<file path="config.mk">
export PLATFORM = sky130hd
export DESIGN_NAME = tkfifo_ctrl
export DESIGN_NICKNAME = d
export VERILOG_FILES = /design/src/design/tkfifo_pkg.sv /design/src/design/tkfifo_ctrl.sv
export VERILOG_INCLUDE_DIRS = /design/src /design/src/design
export SDC_FILE = /design/constraint.sdc
export NUM_CORES = 1
export LEC_CHECK = 0
export ABC_AREA = 1
export BUFFER_PORTS_ARGS = -buffer_cell sky130_fd_sc_hd__buf_2
export CORE_AREA = 2 2 39 41
export DETAILED_ROUTE_END_ITERATION = 7
export DIE_AREA = 0 0 41 43
export PLACE_DENSITY = 0.49
export SLEW_MARGIN = 10
export SYNTH_ARGS = -nofsm -noshare
export SYNTH_HDL_FRONTEND = slang
export SYNTH_SLANG_ARGS = --single-unit
</file>
<file path="constraint.sdc">
create_clock -name clk -period 1.5 [get_ports clk]
set_input_delay 0.3 -clock clk [delete_from_list [all_inputs] [get_ports clk]]
set_output_delay 0.3 -clock clk [all_outputs]
set_load 0.02 [all_outputs]
</file>
<file path="src/design/ticket_fifo_with_duplicate_key_reject_assert.svh">
// Assertion macros shared by the ticket FIFO modules.
`ifndef TICKET_FIFO_WITH_DUPLICATE_KEY_REJECT_ASSERT_SVH
`define TICKET_FIFO_WITH_DUPLICATE_KEY_REJECT_ASSERT_SVH

// Same-cycle implication, checked out of reset.
`define TKF_ASSERT_SAME(label, clk, rst_n, ante, cons) \
    label: assert property (@(posedge clk) disable iff (!rst_n) (ante) |-> (cons)) \
        else $error("tkfifo assertion failed");

// Next-cycle implication, checked out of reset.
`define TKF_ASSERT_NEXT(label, clk, rst_n, ante, cons) \
    label: assert property (@(posedge clk) disable iff (!rst_n) (ante) |=> (cons)) \
        else $error("tkfifo assertion failed");

`endif

</file>
<file path="src/design/tkfifo_pkg.sv">
// Shared types, constants and helpers for the ticket FIFO.
package tkfifo_pkg;

    localparam int DEPTH    = 64;
    localparam int PTR_W    = $clog2(DEPTH);
    localparam int CNT_W    = $clog2(DEPTH + 1);
    localparam int CAP_W    = 7;
    localparam int CMP_W    = (CNT_W > CAP_W) ? CNT_W : CAP_W;
    localparam int KEY_W    = 54;
    localparam int TAG_W    = 32;
    localparam int TICKET_W = 16;
    localparam int STATUS_W = 3;

    localparam logic [CAP_W-1:0]    CAP_RESET    = CAP_W'(50);
    localparam logic [TICKET_W-1:0] TICKET_RESET = TICKET_W'(1);

    typedef enum logic [STATUS_W-1:0] {
        ST_ACCEPTED  = 3'd0,
        ST_FULL      = 3'd1,
        ST_DUPLICATE = 3'd2,
        ST_DEQUEUED  = 3'd3,
        ST_EMPTY     = 3'd4
    } status_t;

    typedef enum logic [2:0] {
        S_IDLE,
        S_EVAL,
        S_SCAN,
        S_DRAIN,
        S_VERDICT,
        S_DEQ_WAIT
    } state_t;

    typedef struct packed {
        logic    latch_in;
        logic    scan_init;
        logic    scan_step;
        logic    deq_read;
        logic    res_load;
        status_t res_status;
    } ctrl_cmd_t;

    typedef struct packed {
        logic mode;
        logic full;
        logic empty;
        logic scan_last;
        logic match;
    } dp_stat_t;

    function automatic logic [PTR_W-1:0] ptr_adv(input logic [PTR_W-1:0] p);
        return (p == PTR_W'(DEPTH - 1)) ? '0 : p + PTR_W'(1);
    endfunction

endpackage

</file>
<file path="src/design/tkfifo_ctrl.sv">
// Sequencing state machine for the ticket FIFO.
`include "ticket_fifo_with_duplicate_key_reject_assert.svh"

module tkfifo_ctrl (
    input  logic                  clk,
    input  logic                  rst_n,
    input  logic                  start,
    input  tkfifo_pkg::dp_stat_t  stat,
    output tkfifo_pkg::ctrl_cmd_t cmd,
    output logic                  busy
);

    tkfifo_pkg::state_t state_reg;
    tkfifo_pkg::state_t state_next;

    always_ff @(posedge clk or negedge rst_n)
    begin
        if (!rst_n)
        begin
            state_reg <= tkfifo_pkg::S_IDLE;
        end
        else
        begin
            state_reg <= state_next;
        end
    end

    always_comb
    begin
        state_next = state_reg;
        unique case (state_reg)
            tkfifo_pkg::S_IDLE:
            begin
                if (start)
                begin
                    state_next = tkfifo_pkg::S_EVAL;
                end
            end
            tkfifo_pkg::S_EVAL:
            begin
                if (stat.mode)
                begin
                    state_next = stat.empty ? tkfifo_pkg::S_IDLE : tkfifo_pkg::S_DEQ_WAIT;
                end
                else if (stat.full || stat.empty)
                begin
                    state_next = tkfifo_pkg::S_IDLE;
                end
                else
                begin
                    state_next = tkfifo_pkg::S_SCAN;
                end
            end
            tkfifo_pkg::S_SCAN:
            begin
                if (stat.scan_last)
                begin
                    state_next = tkfifo_pkg::S_DRAIN;
                end
            end
            tkfifo_pkg::S_DRAIN:
            begin
                state_next = tkfifo_pkg::S_VERDICT;
            end
            tkfifo_pkg::S_VERDICT:
            begin
                state_next = tkfifo_pkg::S_IDLE;
            end
            tkfifo_pkg::S_DEQ_WAIT:
            begin
                state_next = tkfifo_pkg::S_IDLE;
            end
            default:
            begin
                state_next = tkfifo_pkg::S_IDLE;
            end
        endcase
    end

    always_comb
    begin
        cmd            = '0;
        cmd.res_status = tkfifo_pkg::ST_ACCEPTED;
        busy           = 1'b1;
        unique case (state_reg)
            tkfifo_pkg::S_IDLE:
            begin
                busy         = 1'b0;
                cmd.latch_in = start;
            end
            tkfifo_pkg::S_EVAL:
            begin
                if (stat.mode)
                begin
                    if (stat.empty)
                    begin
                        cmd.res_load   = 1'b1;
                        cmd.res_status = tkfifo_pkg::ST_EMPTY;
                    end
                    else
                    begin
                        cmd.deq_read = 1'b1;
                    end
                end
                else if (stat.full)
                begin
                    cmd.res_load   = 1'b1;
                    cmd.res_status = tkfifo_pkg::ST_FULL;
                end
                else if (stat.empty)
                begin
                    cmd.res_load   = 1'b1;
                    cmd.res_status = tkfifo_pkg::ST_ACCEPTED;
                end
                else
                begin
                    cmd.scan_init = 1'b1;
                end
            end
            tkfifo_pkg::S_SCAN:
            begin
                cmd.scan_step = 1'b1;
            end
            tkfifo_pkg::S_DRAIN:
            begin
                cmd = '0;
            end
            tkfifo_pkg::S_VERDICT:
            begin
                cmd.res_load   = 1'b1;
                cmd.res_status = stat.match ? tkfifo_pkg::ST_DUPLICATE
                                            : tkfifo_pkg::ST_ACCEPTED;
            end
            tkfifo_pkg::S_DEQ_WAIT:
            begin
                cmd.res_load   = 1'b1;
                cmd.res_status = tkfifo_pkg::ST_DEQUEUED;
            end
            default:
            begin
                cmd = '0;
            end
        endcase
    end

    // a scan only runs over a non-empty queue
    `TKF_ASSERT_SAME(a_scan_nonempty, clk, rst_n,
                     state_reg == tkfifo_pkg::S_SCAN, !stat.empty)

endmodule

</file>
# Word level (Yosys, flattened, before mapping)
# Index checks and enable logic that the tools add are counted.
[totals]
regBits = 3
inputBits = 8
output_inout_bits = 9
elab_cells = 32
[op_classes]
n_eq_ne = 7
muxes = 21
n_reduce_logical = 3
[op_table]
columns = ["operator", "n"]
rows = [
  ["$mux 4", 4],
  ["$mux 3", 4],
  ["$pmux 3 s4", 1],
  ["$pmux 4 s3", 1],
  ["$mux 1", 9],
  ["$eq 3x2->1 const B", 2],
  ["$eq 3x3->1 const B", 2],
  ["$mux 2", 2],
  ["$ne 2x2->1 const B", 2],
  ["$eq 3x1->1 const B", 1],
  ["$logic_not 3->1", 1],
  ["$reduce_and 2->1", 1],
  ["$logic_or 1x1->1", 1],
]

# Depth between registers and ports, before layout
[depth]
word_depth = 4
ltp_mapped = 5
ltp_nobuf = 5

# Worst setup path before layout
# Ideal clock, no wire load.
[synth_path]
path_type = "flip-flop to output port"
start = "register state_reg[0]"
end = "output cmd[7] (netlist bit)"
arrival_time_ns = 1.102
t_required_ns = 1.200
slack_ns = 0.098
path_stages_with_launch = 4
n_path_buf = 0
cell_sequence = "dfrtp_1 > nor2_1 > nand2_1 > nor2_1"
[synth_rtl]
columns = ["item", "line", "text"]
rows = [
  ["start, declared", "tkfifo_ctrl.sv:13", "tkfifo_pkg::state_t state_reg;"],
  ["start signal, assigned", "tkfifo_ctrl.sv:20", "state_reg <= tkfifo_pkg::S_IDLE;"],
  ["start signal, assigned", "tkfifo_ctrl.sv:24", "state_reg <= state_next;"],
  ["end, declared", "tkfifo_ctrl.sv:9", "output tkfifo_pkg::ctrl_cmd_t cmd,"],
]

==> results.json <==
{
  "status": "complete, no violations",
  "synth.top_cell.area_share_pct": 31.9,
  "rows": 14,
  "post-place-cells": 69,
  "period_share_pct": 97.2,
  "holdCritPathClass": "input pin to async pin",
  "grt.overflow.total": 0,
  "synth_top_family_by_area": "simple AND/OR/NAND/NOR gates",
  "rsz0062_at_grt": "yes",
  "via_per_inst": 4.17,
  "fin_cells": 77,
  "synth-seq-cells": 3,
  "synthSimpleGateAreaFrac_pct": 43.6,
  "numCtsBuffers": 3,
  "synthAdderAreaFrac_pct": 0,
  "synth_xor_area_share_pct": 0,
  "grt_antenna_before_repair": 0,
  "path_class": "register to output pin",
  "cts_tree": "done",
  "drc_errors": 0,
  "synth_edf_count": 0,
  "drt-initial-drc-count": 3,
  "p_clk_share_pct": 19.0,
  "syn_to_final_growth_pct": 82.4,
  "cts.clk_slew.worst_paths_ns": 0.04,
  "routedWlPerCell_um": 9.32,
  "p_switching_w": 0.000373,
  "ant_nets": 0,
  "crit_fanout": 5,
  "p_leak_nw": 0.238,
  "dr.pass1.iters": 2,
  "yosys_most_used_dff": "dfrtp_1",
  "gp_congestion": 0.780,
  "synth_compound_area_share_pct": 11.7,
  "die_width_um": 41,
  "slew_violations": 0,
  "core_mm2": 0.00138,
  "root_buffer": "clkbuf_4",
  "yosysWarningCount": 0,
  "synth_area_leaders": "dfrtp_1 (32%), inv_1 (11%), nand2_1 (11%), nor2_1 (9.6%), nand3_1 (6.4%)",
  "fin_crit_ns": 1.46,
  "syn-mean-instance-area_um2": 6.36,
  "drive_gt1_share_pct": 52.5,
  "clock_path_buffers": 2,
  "p_per_area_mw_per_mm2": 1810,
  "initial_core_util_pct": 17.0,
  "dieArea_mm2": 0.00176,
  "grt_usage_pct": 9.34,
  "pwr-share-comb_pct": 59.6,
  "arrival_ns": 1.16,
  "muxShareOfSynthArea_pct": 0,
  "final_nets": 70,
  "yosysSeqAreaShare_pct": 31.9,
  "ir_drop_mv": 0.714,
  "cts_sinks": 3,
  "diodes": 0,
  "hold_viol": 0,
  "hpwlAfterDp_um": 500,
  "io_pins": 17,
  "grt_pass1_wl_mm": 1.01,
  "synthesis.area_um2": 235,
  "p_sw_share_pct": 48.1,
  "grt_pass1_vias": 267,
  "vias": 321,
  "postSynthCellCount": 37,
  "routed_wl_um": 718,
  "clk_latency_ns": 0.24,
  "drv_cap": 0,
  "seqPwrFrac_pct": 21.4,
  "cp-start-kind": "register",
  "synth_fp_nets": 45,
  "setup_viol": 0,
  "htree_levels": 1,
  "port_buffers": 16,
  "cp-end-kind": "output pin",
  "grt_max_degree": 7,
  "whs_ns": 0.390,
  "synth_common_cells": "inv_1 (7), nand2_1 (7), nor2_1 (6), dfrtp_1 (3), nand3_1 (3)",
  "synth_cell_types": 13,
  "relSlewSlack_pct": 86.9,
  "die_y_um": 43,
  "largest_reg_flops": 3,
  "ys_async_sr_fraction_pct": 100,
  "n_fill_cell": 151,
  "clock.fmax_mhz": 686,
  "skew_ns": 0.000231,
  "cp.required_ns": 1.20,
  "power.internal_w": 0.000402,
  "yosysTopAreaCell": "dfrtp_1",
  "worst_pin_slew_ns": 0.195
}
-- layout make-up --
class                      count  area, µm²  area share, %
multi-input combinational     26        150           35.0
timing repair buffer          20        125           29.2
clock buffer                   4       26.3           6.12
tap                           16       20.0           4.66
sequential                     3       77.6           18.1
inverter                       8       30.0           7.00
-- metal layers --
layer	vias to the layer above	wire [µm]	part of all wire (%)	track usage, %
li1	162	-	-	-
met1	138	310	43	9.65
met2	17	325	45	12.2
met3	4	46	6.4	1.57
met4	0	35	4.9	14.0
met5	-	0	0	0
-- worst max-delay path, stage by stage, from the launching register on --
cell	delay [ns]
dfrtp_1	0.39
inv_2	0.12
buf_4	0.12
nand2_1	0.06
nor2_1	0.08
buf_4	0.14
-- final timing paths --
path,to,cells after the start,slack [ns],from
min in group clk,state_reg[1],4,0.40,stat[2]
max in group asynchronous,state_reg[2],2,0.99,rst_n
hold reg to reg,state_reg[1],2,0.56,state_reg[1]
setup reg to reg,state_reg[0],5,0.55,state_reg[1]
hold / removal,state_reg[1],2,0.39,rst_n
setup / recovery,cmd[7],5,0.04,state_reg[1]
-- stage by stage --
stage          worst slack, ns  TNS, ns  total power (W)  utilization, %  instance area (µm²)
3_3_place_gp             0.221        0         0.000520            24.2                  335
5_1_grt                -0.0206  -0.0254         0.000822            31.0                  429
6_report                0.0427        0         0.000775            31.0                  429
4_1_cts                0.00896        0         0.000697            27.6                  382
2_1_floorplan           0.0980        0         0.000408               -                  235
3_5_place_dp             0.235        0         0.000517            24.2                  335
-- power groups by stage --
| stage | logic, W | registers, W | clock network, W |
|---|---|---|---|
| finish | 0.000462 | 0.000166 | 0.000147 |
| CTS | 0.000395 | 0.000153 | 0.000148 |
| global route | 0.000499 | 0.000168 | 0.000154 |
| detailed placement | 0.000372 | 0.000144 | 0 |
| global placement | 0.000374 | 0.000145 | 0 |
| floorplan | 0.000272 | 0.000136 | 0 |
-- cells in the final DEF, fill, tap and decap left out --
| cell type | count |
|---|---|
| nor3_2 | 1 |
| buf_4 | 8 |
| clkbuf_1 | 1 |
| nand3_1 | 3 |
| buf_2 | 11 |
| dlygate4sd3_1 | 1 |
| dfrtp_1 | 1 |
| nor2_1 | 5 |
| a211oi_1 | 1 |
| nand3_4 | 1 |
| nand2_1 | 7 |
| dfrtp_2 | 2 |
| clkbuf_4 | 3 |
| o21ai_1 | 1 |
| a21oi_1 | 2 |
| inv_1 | 6 |
| nor2_2 | 2 |
| o21ai_0 | 1 |
| nor2_4 | 2 |
| inv_2 | 2 |
-- repair_timing --
item,CTS,global route
endpoints found under the setup margin,2,7
gates resized for setup,3,10
pin swaps,0,1
setup buffers,0,3
hold buffers,1,0
hold endpoints to repair,3,0
-- cells by family (layout without fill, tap and decap cells) --
family,count (synthesis),count (layout)
DFF,3,3
buffers and inverters,8,32
and+or+nand+nor,21,21
AOI/OAI and AO/OA,5,5
Power figures use the tool's default switching activity.
